==> src/design/bfm_pkg.sv <==
// Package for the button fan mode controller.
// Holds the state, configuration and result types and the reset constants.
// No dependencies.
package bfm_pkg;

  localparam int CfgIdxW = 3;
  localparam int CfgDataW = 16;

  localparam logic [CfgIdxW-1:0] CFG_PRESS_UNIT_TICKS = 3'd0;
  localparam logic [CfgIdxW-1:0] CFG_LONG_PRESS_UNITS = 3'd1;
  localparam logic [CfgIdxW-1:0] CFG_LONG_ON_TICKS = 3'd2;
  localparam logic [CfgIdxW-1:0] CFG_LONG_OFF_TICKS = 3'd3;
  localparam logic [CfgIdxW-1:0] CFG_SHORT_ON_TICKS = 3'd4;
  localparam logic [CfgIdxW-1:0] CFG_SHORT_OFF_TICKS = 3'd5;

  localparam logic [15:0] RST_PRESS_UNIT_TICKS = 16'd100;
  localparam logic [7:0] RST_LONG_PRESS_UNITS = 8'd15;
  localparam logic [15:0] RST_LONG_ON_TICKS = 16'd2000;
  localparam logic [15:0] RST_LONG_OFF_TICKS = 16'd10;
  localparam logic [15:0] RST_SHORT_ON_TICKS = 16'd300;
  localparam logic [15:0] RST_SHORT_OFF_TICKS = 16'd100;

  localparam logic [2:0] MODE_STANDBY = 3'd0;
  localparam logic [2:0] MODE_START = 3'd1;
  localparam logic [2:0] MODE_LOW = 3'd2;
  localparam logic [2:0] MODE_MID = 3'd3;
  localparam logic [2:0] MODE_HIGH = 3'd4;

  localparam logic [6:0] DUTY_OFF = 7'd0;
  localparam logic [6:0] DUTY_LOW = 7'd49;
  localparam logic [6:0] DUTY_MID = 7'd79;
  localparam logic [6:0] DUTY_HIGH = 7'd100;

  localparam logic [7:0] UNITS_MAX = 8'd255;

  typedef struct packed {
    logic [15:0] press_unit_ticks;
    logic [7:0]  long_press_units;
    logic [15:0] long_on_ticks;
    logic [15:0] long_off_ticks;
    logic [15:0] short_on_ticks;
    logic [15:0] short_off_ticks;
  } cfg_t;

  typedef struct packed {
    logic [2:0]  mode;
    logic [7:0]  press_units;
    logic [15:0] press_sub;
    logic [1:0]  beeps_left;
    logic        beep_long;
    logic        beep_on;
    logic [15:0] beep_timer;
    logic [6:0]  duty;
  } state_t;

  typedef struct packed {
    logic [2:0] fan_mode;
    logic [6:0] fan_compare;
    logic       green_led;
    logic       buzzer_on;
    logic       charge_led;
    logic       beeping;
  } result_t;

endpackage

==> src/design/bfm_if.sv <==
// Channel interfaces for the button fan mode controller: input ticks,
// results and configuration writes. Depends on bfm_pkg.
interface bfm_in_if;
  logic valid;
  logic ready;
  logic switch_pressed;
  logic vbus_present;
  logic charge_status_pin;
  modport source (output valid, switch_pressed, vbus_present, charge_status_pin, input ready);
  modport sink (input valid, switch_pressed, vbus_present, charge_status_pin, output ready);
endinterface

interface bfm_out_if;
  logic       valid;
  logic       ready;
  logic [2:0] fan_mode;
  logic [6:0] fan_compare;
  logic       green_led;
  logic       buzzer_on;
  logic       charge_led;
  logic       beeping;
  modport source (output valid, fan_mode, fan_compare, green_led, buzzer_on, charge_led,
                  beeping, input ready);
  modport sink (input valid, fan_mode, fan_compare, green_led, buzzer_on, charge_led,
                beeping, output ready);
endinterface

interface bfm_cfg_if;
  logic                          valid;
  logic                          ready;
  logic [bfm_pkg::CfgIdxW-1:0]  index;
  logic [bfm_pkg::CfgDataW-1:0] data;
  modport source (output valid, index, data, input ready);
  modport sink (input valid, index, data, output ready);
endinterface

==> src/design/bfm_step.sv <==
// Next-state and result logic for one tick: press measurement, mode change
// and beep sequencing. Depends on bfm_pkg.
module bfm_step (
  input  bfm_pkg::state_t  st,
  input  bfm_pkg::cfg_t    cfg,
  input  logic             switch_pressed,
  input  logic             vbus_present,
  input  logic             charge_status_pin,
  output bfm_pkg::state_t  st_nxt,
  output bfm_pkg::result_t res
);

  function automatic bfm_pkg::state_t enter_mode(bfm_pkg::state_t s, logic [2:0] m,
                                                 logic [15:0] lon, logic [15:0] son);
    bfm_pkg::state_t r;
    r = s;
    r.mode = m;
    case (m)
      bfm_pkg::MODE_STANDBY: begin
        r.duty = bfm_pkg::DUTY_OFF; r.beeps_left = 2'd1; r.beep_long = 1'b1;
      end
      bfm_pkg::MODE_START: begin
        r.beeps_left = 2'd1; r.beep_long = 1'b1;
      end
      bfm_pkg::MODE_LOW: begin
        r.duty = bfm_pkg::DUTY_LOW; r.beeps_left = 2'd1; r.beep_long = 1'b0;
      end
      bfm_pkg::MODE_MID: begin
        r.duty = bfm_pkg::DUTY_MID; r.beeps_left = 2'd2; r.beep_long = 1'b0;
      end
      bfm_pkg::MODE_HIGH: begin
        r.duty = bfm_pkg::DUTY_HIGH; r.beeps_left = 2'd3; r.beep_long = 1'b0;
      end
      default: begin
        r.duty = bfm_pkg::DUTY_OFF; r.beeps_left = 2'd0; r.beep_long = 1'b0;
      end
    endcase
    r.beep_on = (r.beeps_left != 2'd0);
    if (r.beeps_left == 2'd0) r.beep_timer = 16'd0;
    else r.beep_timer = r.beep_long ? lon : son;
    return r;
  endfunction

  bfm_pkg::state_t s;
  logic [16:0]     sub_inc;
  logic [2:0]      next_mode;
  logic            buzz;
  logic            active;

  always_comb begin
    s = st;
    buzz = 1'b0;
    active = 1'b0;
    sub_inc = {1'b0, st.press_sub} + 17'd1;
    next_mode = bfm_pkg::MODE_STANDBY;

    if (s.beeps_left == 2'd0) begin
      if (switch_pressed) begin
        if (s.press_sub == 16'd0 && s.press_units != bfm_pkg::UNITS_MAX) begin
          s.press_units = s.press_units + 8'd1;
        end
        if (sub_inc >= {1'b0, cfg.press_unit_ticks}) s.press_sub = 16'd0;
        else s.press_sub = sub_inc[15:0];
      end else if (s.press_units != 8'd0) begin
        if (s.press_units >= cfg.long_press_units) begin
          next_mode = (s.mode == bfm_pkg::MODE_STANDBY) ? bfm_pkg::MODE_START
                                                        : bfm_pkg::MODE_STANDBY;
        end else if (s.mode >= bfm_pkg::MODE_HIGH) begin
          next_mode = bfm_pkg::MODE_LOW;
        end else begin
          next_mode = s.mode + 3'd1;
        end
        s.press_units = 8'd0;
        s.press_sub = 16'd0;
        s = enter_mode(s, next_mode, cfg.long_on_ticks, cfg.short_on_ticks);
      end
    end

    if (s.beeps_left != 2'd0) begin
      active = 1'b1;
      buzz = s.beep_on;
      if (s.beep_timer <= 16'd1) begin
        if (s.beep_on) begin
          s.beep_on = 1'b0;
          s.beep_timer = s.beep_long ? cfg.long_off_ticks : cfg.short_off_ticks;
        end else begin
          s.beeps_left = s.beeps_left - 2'd1;
          if (s.beeps_left != 2'd0) begin
            s.beep_on = 1'b1;
            s.beep_timer = s.beep_long ? cfg.long_on_ticks : cfg.short_on_ticks;
          end else begin
            s.beep_timer = 16'd0;
            if (s.mode == bfm_pkg::MODE_START) begin
              s = enter_mode(s, bfm_pkg::MODE_LOW, cfg.long_on_ticks, cfg.short_on_ticks);
            end
          end
        end
      end else begin
        s.beep_timer = s.beep_timer - 16'd1;
      end
    end

    st_nxt = s;
    res.fan_mode = s.mode;
    res.fan_compare = s.duty;
    res.green_led = (s.mode >= bfm_pkg::MODE_START) && (s.mode <= bfm_pkg::MODE_HIGH);
    res.buzzer_on = buzz;
    res.charge_led = vbus_present && !charge_status_pin;
    res.beeping = active;
  end

endmodule

==> src/design/button_fan_mode_controller.sv <==
// Button fan mode controller top level: configuration registers, state
// registers and result register around bfm_step. Depends on bfm_pkg, bfm_if.
// Latency: a result is valid on the cycle after its tick transfer.
// Throughput: one tick per cycle while each result is taken; the whole state update is combinational.
// The result register frees as it is taken, so a new tick is accepted alongside.
// Reset (rst_n low, synchronous): standby, no beeps, configuration registers to defaults.
module button_fan_mode_controller (
  input logic       clk,
  input logic       rst_n,
  bfm_in_if.sink    in_ch,
  bfm_out_if.source out_ch,
  bfm_cfg_if.sink   cfg_ch
);

  bfm_pkg::cfg_t    cfg_r;
  bfm_pkg::state_t  st_r;
  bfm_pkg::state_t  st_nxt;
  bfm_pkg::result_t res_nxt;
  bfm_pkg::result_t res_r;
  logic             out_valid_r;
  logic             in_xfer;

  assign cfg_ch.ready = 1'b1;
  assign in_ch.ready = !out_valid_r || out_ch.ready;
  assign in_xfer = in_ch.valid && in_ch.ready;

  bfm_step u_step (
    .st                (st_r),
    .cfg               (cfg_r),
    .switch_pressed    (in_ch.switch_pressed),
    .vbus_present      (in_ch.vbus_present),
    .charge_status_pin (in_ch.charge_status_pin),
    .st_nxt            (st_nxt),
    .res               (res_nxt)
  );

  always_ff @(posedge clk) begin
    if (!rst_n) begin
      cfg_r.press_unit_ticks <= bfm_pkg::RST_PRESS_UNIT_TICKS;
      cfg_r.long_press_units <= bfm_pkg::RST_LONG_PRESS_UNITS;
      cfg_r.long_on_ticks <= bfm_pkg::RST_LONG_ON_TICKS;
      cfg_r.long_off_ticks <= bfm_pkg::RST_LONG_OFF_TICKS;
      cfg_r.short_on_ticks <= bfm_pkg::RST_SHORT_ON_TICKS;
      cfg_r.short_off_ticks <= bfm_pkg::RST_SHORT_OFF_TICKS;
    end else if (cfg_ch.valid) begin
      case (cfg_ch.index)
        bfm_pkg::CFG_PRESS_UNIT_TICKS: cfg_r.press_unit_ticks <= cfg_ch.data;
        bfm_pkg::CFG_LONG_PRESS_UNITS: cfg_r.long_press_units <= cfg_ch.data[7:0];
        bfm_pkg::CFG_LONG_ON_TICKS: cfg_r.long_on_ticks <= cfg_ch.data;
        bfm_pkg::CFG_LONG_OFF_TICKS: cfg_r.long_off_ticks <= cfg_ch.data;
        bfm_pkg::CFG_SHORT_ON_TICKS: cfg_r.short_on_ticks <= cfg_ch.data;
        bfm_pkg::CFG_SHORT_OFF_TICKS: cfg_r.short_off_ticks <= cfg_ch.data;
        default: ;
      endcase
    end
  end

  always_ff @(posedge clk) begin
    if (!rst_n) begin
      st_r <= '0;
      out_valid_r <= 1'b0;
    end else begin
      if (in_xfer) begin
        st_r <= st_nxt;
        out_valid_r <= 1'b1;
      end else if (out_ch.ready) begin
        out_valid_r <= 1'b0;
      end
    end
  end

  always_ff @(posedge clk) begin
    if (in_xfer) res_r <= res_nxt;
  end

  assign out_ch.valid = out_valid_r;
  assign out_ch.fan_mode = res_r.fan_mode;
  assign out_ch.fan_compare = res_r.fan_compare;
  assign out_ch.green_led = res_r.green_led;
  assign out_ch.buzzer_on = res_r.buzzer_on;
  assign out_ch.charge_led = res_r.charge_led;
  assign out_ch.beeping = res_r.beeping;

  a_xfer_gives_result: assert property (@(posedge clk) disable iff (!rst_n)
    in_xfer |=> out_valid_r)
    else $error("tick transfer without a result");

  a_mode_reachable: assert property (@(posedge clk) disable iff (!rst_n)
    st_r.mode <= bfm_pkg::MODE_HIGH)
    else $error("mode out of range");

  a_buzz_in_seq: assert property (@(posedge clk) disable iff (!rst_n)
    out_valid_r && res_r.buzzer_on |-> res_r.beeping)
    else $error("buzzer on outside a beep sequence");

  a_duty_matches: assert property (@(posedge clk) disable iff (!rst_n)
    out_valid_r && res_r.fan_mode == bfm_pkg::MODE_MID |->
      res_r.fan_compare == bfm_pkg::DUTY_MID)
    else $error("compare value does not match mode");

  a_led_matches: assert property (@(posedge clk) disable iff (!rst_n)
    out_valid_r |-> res_r.green_led == (res_r.fan_mode != bfm_pkg::MODE_STANDBY))
    else $error("green LED does not match mode");

endmodule

==> src/flat_wrapper.sv <==
// flat-port wrapper written by rule: the top's interface ports become plain ports
module button_fan_mode_controller_flat 
  (clk, rst_n, in_ch_valid, in_ch_switch_pressed, in_ch_vbus_present, in_ch_charge_status_pin, in_ch_ready, out_ch_valid, out_ch_fan_mode, out_ch_fan_compare, out_ch_green_led, out_ch_buzzer_on, out_ch_charge_led, out_ch_beeping, out_ch_ready, cfg_ch_valid, cfg_ch_index, cfg_ch_data, cfg_ch_ready);
  bfm_in_if in_ch_i ();
  bfm_out_if out_ch_i ();
  bfm_cfg_if cfg_ch_i ();
  input logic clk;
  input logic rst_n;
  input wire logic [$bits(in_ch_i.valid)-1:0] in_ch_valid;
  input wire logic [$bits(in_ch_i.switch_pressed)-1:0] in_ch_switch_pressed;
  input wire logic [$bits(in_ch_i.vbus_present)-1:0] in_ch_vbus_present;
  input wire logic [$bits(in_ch_i.charge_status_pin)-1:0] in_ch_charge_status_pin;
  output wire logic [$bits(in_ch_i.ready)-1:0] in_ch_ready;
  output wire logic [$bits(out_ch_i.valid)-1:0] out_ch_valid;
  output wire logic [$bits(out_ch_i.fan_mode)-1:0] out_ch_fan_mode;
  output wire logic [$bits(out_ch_i.fan_compare)-1:0] out_ch_fan_compare;
  output wire logic [$bits(out_ch_i.green_led)-1:0] out_ch_green_led;
  output wire logic [$bits(out_ch_i.buzzer_on)-1:0] out_ch_buzzer_on;
  output wire logic [$bits(out_ch_i.charge_led)-1:0] out_ch_charge_led;
  output wire logic [$bits(out_ch_i.beeping)-1:0] out_ch_beeping;
  input wire logic [$bits(out_ch_i.ready)-1:0] out_ch_ready;
  input wire logic [$bits(cfg_ch_i.valid)-1:0] cfg_ch_valid;
  input wire logic [$bits(cfg_ch_i.index)-1:0] cfg_ch_index;
  input wire logic [$bits(cfg_ch_i.data)-1:0] cfg_ch_data;
  output wire logic [$bits(cfg_ch_i.ready)-1:0] cfg_ch_ready;
  assign in_ch_i.valid = in_ch_valid;
  assign in_ch_i.switch_pressed = in_ch_switch_pressed;
  assign in_ch_i.vbus_present = in_ch_vbus_present;
  assign in_ch_i.charge_status_pin = in_ch_charge_status_pin;
  assign in_ch_ready = in_ch_i.ready;
  assign out_ch_valid = out_ch_i.valid;
  assign out_ch_fan_mode = out_ch_i.fan_mode;
  assign out_ch_fan_compare = out_ch_i.fan_compare;
  assign out_ch_green_led = out_ch_i.green_led;
  assign out_ch_buzzer_on = out_ch_i.buzzer_on;
  assign out_ch_charge_led = out_ch_i.charge_led;
  assign out_ch_beeping = out_ch_i.beeping;
  assign out_ch_i.ready = out_ch_ready;
  assign cfg_ch_i.valid = cfg_ch_valid;
  assign cfg_ch_i.index = cfg_ch_index;
  assign cfg_ch_i.data = cfg_ch_data;
  assign cfg_ch_ready = cfg_ch_i.ready;
  button_fan_mode_controller u_core (.clk(clk), .rst_n(rst_n), .in_ch(in_ch_i), .out_ch(out_ch_i), .cfg_ch(cfg_ch_i));
endmodule
==> config.mk <==
export PLATFORM = sky130hd
export DESIGN_NAME = button_fan_mode_controller_flat
export DESIGN_NICKNAME = d
export VERILOG_FILES = /design/src/design/bfm_pkg.sv /design/src/design/bfm_if.sv /design/src/design/bfm_step.sv /design/src/design/button_fan_mode_controller.sv /design/src/flat_wrapper.sv
export SDC_FILE = /design/constraint.sdc
export NUM_CORES = 1
export LEC_CHECK = 0
export BUFFER_PORTS_ARGS = -buffer_cell sky130_fd_sc_hd__buf_2
export CORE_ASPECT_RATIO = 1.4
export CORE_UTILIZATION = 55
export CTS_CLUSTER_DIAMETER = 150
export DETAILED_ROUTE_END_ITERATION = 10
export HOLD_SLACK_MARGIN = 0.1
export PLACE_DENSITY = 0.73
export SLEW_MARGIN = 10
export SYNTH_ARGS = -nofsm -noshare
export SYNTH_HDL_FRONTEND = slang
export SYNTH_SLANG_ARGS = --single-unit
export TNS_END_PERCENT = 1
==> constraint.sdc <==
create_clock -name clk -period 6.1 [get_ports clk]
set_input_delay 0.61 -clock clk [delete_from_list [all_inputs] [get_ports clk]]
set_output_delay 0.61 -clock clk [all_outputs]
set_load 0.02 [all_outputs]
* Word level (Yosys, flattened, before mapping)
Index checks and enable logic that the tools add are counted.
** Word-level totals
- Register bits :: 157
- Bits in latches :: 0
- Bits in writable memories :: 0
- Bits in read-only memories :: 0
- Input bits :: 27
- Output and inout port bits :: 17
- Word-level logic and storage cells :: 113
- Memories kept :: 0
** Operators by class
- Add/subtract/negate cells :: 5
- Multipliers :: 0
- Divide/modulo/power cells :: 0
- $lt $le $gt $ge :: 6
- Equality and inequality tests :: 11
- Shifts and indexed selects :: 0
- Muxes and demuxes :: 43
- Bitwise operators :: 0
- Reductions and logical operators :: 27
** Operators by type and width (number)
- $mux W54 :: 4
- $mux W16 :: 8
- $mux W30 :: 2
- $mux W3 :: 14
- $mux W17 :: 2
- $mux W31 :: 1
- $pmux W7 S4 :: 1
- $mux W27 :: 1
- $mux W24 :: 1
- $mux W7 :: 3
- $add A16 B1 Y17 const B :: 1
- $ge A17 B16 Y1 :: 1
- $le A16 B1 Y1 const B :: 1
- $logic_not A16 Y1 :: 1
- $sub A16 B1 Y16 const B :: 1
- $eq A3 B2 Y1 const B :: 4
- $pmux W3 S4 :: 1
- $reduce_and A2 Y1 :: 6
- $reduce_bool A2 Y1 :: 5
- $eq A3 B1 Y1 const B :: 3
- $eq A3 B3 Y1 const B :: 3
- $logic_not A3 Y1 :: 3
- $add A8 B1 Y8 const B :: 1
- $ge A8 B8 Y1 :: 1
- other kinds (14) :: 23

* Depth between registers and ports, before layout
- Depth in word-level cells :: 32
- Depth in mapped cells :: 18
- Depth with buffers taken out :: 17

* By module
A second synthesis with hierarchy kept.
** Unflattened totals
- Cells, all modules :: 1152
- Area, all modules :: 9546.7 um^2
** Modules (own cells, without submodules)
- button_fan_mode_controller :: instances 1, cells an instance 569, area an instance 5632.9 um^2, seq. area each 3283.1 um^2
- bfm_step :: instances 1, cells an instance 583, area an instance 3913.8 um^2, seq. area each 0.0 um^2

* Worst setup path after synthesis
Ideal clock, no wire load.
- Kind :: reg2reg
- From :: register u_core.st_r[43] in the netlist's numbering
- To :: register u_core.st_r[11] in the netlist's numbering
- Library setup time :: 0.117 ns
- Data arrival time :: 4.210 ns
- Required time :: 5.983 ns
- Slack :: 1.773 ns
- Cell stages (with the launch flop) :: 19
- Buffers on the path :: 2
- Clock period less this slack :: 4.327 ns
- Cell sequence :: dfxtp_1 inv_1 ha_1 nand2b_4 a2111oi_4 o21ai_1 mux2i_1 nor2_1 mux2_2 a21oi_1 ha_1 clkbuf_1 clkinv_1 o211ai_2 nor2_1 nand2_2 buf_6 or3b_1 a32o_1
** Between the ends
- Longest elaborated chain between the ends :: 20
** Ends and longest elaborated chain
- from (decl) :: RTL line button_fan_mode_controller.sv:16 : bfm_pkg::state_t st_r;
- from (signal assigned) :: RTL line button_fan_mode_controller.sv:64 : st_r <= st_nxt;
- parallel branches: the longest is 11 deep, another holds $ge A8 B8 Y1
- $mux W54 (*) :: RTL line bfm_step.sv:64 : end else if (s.press_units != 8'd0) begin
- $mux W27 :: RTL line bfm_step.sv:58 : if (switch_pressed) begin
- $mux W54 (*) :: RTL line bfm_step.sv:57 : if (s.beeps_left == 2'd0) begin
- parallel branches: the longest is 5 deep, another holds $sub A16 B1 Y16
- $mux W54 (*) :: RTL line bfm_step.sv:79 : if (s.beeps_left != 2'd0) begin
Mark *: on every way between the ends. The select of a mux whose other input is x is not followed.
A chain may end at the register's enable or synchronous reset.

* Worst setup path after layout
- From :: register u_core.st_r[43] in the netlist's numbering
- To :: register u_core.st_r[13] in the netlist's numbering
The elaborated chain is that of the path after synthesis.

==> flow_summary.yaml <==
sta:
  finalHoldViolations: 0
  setup_viol: 0
  fmax_mhz: 199.4
  worst-slew-pin-transition_ns: 1.237
  min_period_over_period_pct: 82.22
  layout_min_cycle_time_ns: 5.016
  worst_slew_margin_rel_pct: 17.20
  grt_setup_unrepaired: "false"
  final_max_slew_viol_count: 0
  timing.clock.skew_ns: 0.005902
  finalSetupTns_ns: 0
worst_setup_path:
  worstPathRequired_ns: 6.42
  worst-endpoint-arrival_ns: 5.34
  type_of_the_worst_setup_path: "flip-flop to flip-flop"
  start_kind: "flip-flop"
  worstSetupEndpointType: "flip-flop"
  critical_path_peak_fanout: 16
global_route:
  grt_pass1_vias: 7705
  grt_antenna_before_repair: 0
  grt_first_pass_wirelength_mm: 38.46
  grt_start_max_net_pins: 72
  grt_use_total_pct: 30.38
  grt.overflow.total: 0
yosys:
  synthTopCellsByCount: "261 x sky130_fd_sc_hd__nand2_1, 143 x sky130_fd_sc_hd__dfxtp_1, 114 x sky130_fd_sc_hd__a21oi_1"
  post-synth-top-count-cell: "sky130_fd_sc_hd__nand2_1"
  synth_cell_type_count: 86
  synth_fp_nets: 1155
  yosysWarningCount: 0
  ys_ff_latch: 157
  synth_top_area_share_pct: 33.46
  synth_enable_flop_cells: 14
  synth_async_sr_flop_share_pct: 0
  gate_count_after_technology_mapping: 1094
  ys_seq_area_share_pct: 38.38
  netlist_area_um2: 8554
  yosys-top-cells-area: "sky130_fd_sc_hd__dfxtp_1 33%, sky130_fd_sc_hd__nand2_1 11%, sky130_fd_sc_hd__a21oi_1 6.7%"
  synthFlopType: "sky130_fd_sc_hd__dfxtp_1"
  synth_top_cell_by_area: "sky130_fd_sc_hd__dfxtp_1"
  syn_avg_cell_area_um2: 7.819
pwr:
  p_sw_uw: 802.9
  p_per_area_nw_per_um2: 284.5
  report.power.total_mw: 2.695
  ir_worst_vdd_v: 0.0002015
  combPwrFrac_pct: 17.8
  clockPowerShare_pct: 41.3
  internal-power_mw: 1.892
  cellLeakagePower_nw: 3.653
  power.share.sequential_pct: 40.9
  power_switching_share_pct: 29.79
placement:
  dpl_cell_area_um2: 8861
  io_buffer_count: 42
  dpl.hpwl_mm: 16.51
  dp.cells: 1284
  finalWeightedCongestion: 0.9051
cells_and_area:
  final_net_count: 1172
  synthToLayoutAreaGrowth_pct: 10.75
  layout-drive-gt1-share_pct: 11.21
  post-route-util_pct: 62.66
  nFillCells: 1373
  antenna_cells_inserted: 0
  layout.area.seq_um2: 3283
  area_taken_by_multi_input_logic_gates_um2: 4905
  fin_cells: 1316
  fin_area_um2: 9474
hold_path:
  timing.hold.worst.class: "primary input to flip-flop"
die:
  die_area_um2: 16060
  coreArea_um2: 15120
  start_util_pct: 56.58
  dieWidth_um: 107.4
  io-pin-count: 44
  floorplan.die.height_um: 149.6
  fp-row-count: 53
clocking:
  cts-buffers-inserted: 17
  max-clock-path-buffers: 2
  clock_insertion_delay_worst_skew_ns: 0.43
  clk_pin_slew_worst_paths_ns: 0.06
  post_cts_resized: 0
  clock-sinks: 157
  post_cts_setup_repair_bufs: 0
  cts_max_level: 4
  root_buffer: "sky130_fd_sc_hd__clkbuf_16"
  hold_buffer_count_at_cts: 0
  tritoncts: "yes"
route:
  detail_route.drc_violations: 0
  total_routed_wirelength_mm: 23.41
  detail_route.first_pass.iterations: 5
  ant_nets: 0
  detailedRoute.firstIterationViolations: 640
  vias_per_cell: 6.152
  vias: 8096
  post_drt_wl_per_cell_um: 17.79
run:
  cap_viol_max_count: 0
outcome:
  status: "finished, final reports clean"
[sequential cells by signal (all words and copies together) (netlist names)]
signal,cells
u_core.out_ch.valid,1
u_core.out_ch.fan_compare,7
u_core.out_ch.charge_led,1
u_core.out_ch.green_led,1
u_core.out_ch.fan_mode,3
u_core.out_ch.buzzer_on,1
u_core.st_r,54
u_core.out_ch.beeping,1
u_core.cfg_r,88
[logic make-up after synthesis]
family	count (synthesis)	share of synthesized area (%)
and+or+nand+nor	472	24.54
xor gates and xnor gates	18	1.843
adders and majority gates	34	4.973
AOI/OAI and AO/OA	299	23.37
buffers and inverters	93	4.432
other	1	0.04384
muxes	20	2.413
DFF	157	38.38
[worst max-delay path, stage by stage, from the launching register on]
cell and delay, ns:
sky130_fd_sc_hd__dfxtp_1 0.37, sky130_fd_sc_hd__inv_1 0.09, sky130_fd_sc_hd__ha_1 0.29, sky130_fd_sc_hd__nand2b_4 0.15, sky130_fd_sc_hd__a2111oi_4 0.58, sky130_fd_sc_hd__o21ai_1 0.29, sky130_fd_sc_hd__mux2i_1 0.19, sky130_fd_sc_hd__nor2_1 0.32
sky130_fd_sc_hd__mux2_2 0.41, sky130_fd_sc_hd__a21oi_1 0.25, sky130_fd_sc_hd__ha_1 0.20, sky130_fd_sc_hd__buf_4 0.21, sky130_fd_sc_hd__clkinv_1 0.28, sky130_fd_sc_hd__o211ai_2 0.22, sky130_fd_sc_hd__nor2_1 0.19, sky130_fd_sc_hd__nand2_2 0.24
sky130_fd_sc_hd__or3b_1 0.38, sky130_fd_sc_hd__a32o_1 0.25
[path summary, 6_finish.rpt]
path,from,to,slack (ns),cells past startpoint
max,u_core.st_r[43],u_core.st_r[13],1.08,17
min,in_ch_valid,u_core.out_ch.valid,0.42,3
max reg2reg,u_core.st_r[43],u_core.st_r[13],1.08,17
min reg2reg,u_core.cfg_r[12],u_core.cfg_r[12],0.45,2
[per-layer routing]
layer | vias to the layer above | global-route usage [%] | part of all wire (%)
met1 | 3813 | 36.70 | 42
li1 | 3923 | - | -
met5 | - | 0 | 0
met2 | 292 | 51.39 | 48
met4 | 0 | 15.00 | 3.7
met3 | 68 | 5.793 | 5.7
[power groups by stage]
stage                     Combinational [mW]  Clock [mW]  Sequential (mW)
after floorplan                        0.340           0             1.13
after global placement                 0.462           0             1.12
after detailed placement               0.467           0             1.12
after CTS                              0.469        1.12             1.10
after global routing                   0.523        1.17             1.11
final                                  0.479        1.11             1.10
[layout make-up]
type	count	area share [%]
Tap cell	192	2.536
Multi-Input combinational cell	844	51.77
Inverter	38	1.506
Sequential cell	157	34.65
Clock buffer	17	4.490
Clock inverter	15	1.955
Timing Repair Buffer	53	3.090
[cells in the final DEF (no fill, tap or decap), types with 14 or more instances in the layout]
cell type and count:
sky130_fd_sc_hd__nand2_1 261, sky130_fd_sc_hd__dfxtp_1 143, sky130_fd_sc_hd__a21oi_1 114, sky130_fd_sc_hd__nor2_1 79, sky130_fd_sc_hd__nand3_1 43, sky130_fd_sc_hd__o21ai_0 42
sky130_fd_sc_hd__buf_2 42, sky130_fd_sc_hd__inv_1 35, sky130_fd_sc_hd__ha_1 34, sky130_fd_sc_hd__nor3_1 20, sky130_fd_sc_hd__clkbuf_16 17, sky130_fd_sc_hd__a221oi_1 16
sky130_fd_sc_hd__mux2i_1 15, sky130_fd_sc_hd__a22oi_1 14, sky130_fd_sc_hd__edfxtp_1 14
[per-stage QoR]
step                worst slack [ns]  hold slack [ns]
detailed placement             1.196           0.4469
CTS                            1.166           0.4179
global route                  0.6634           0.4343
finish                         1.084           0.4234
global placement               1.273           0.4412
floorplan                      1.773           0.4273
Note: power is estimated with default switching activity, not from simulation.
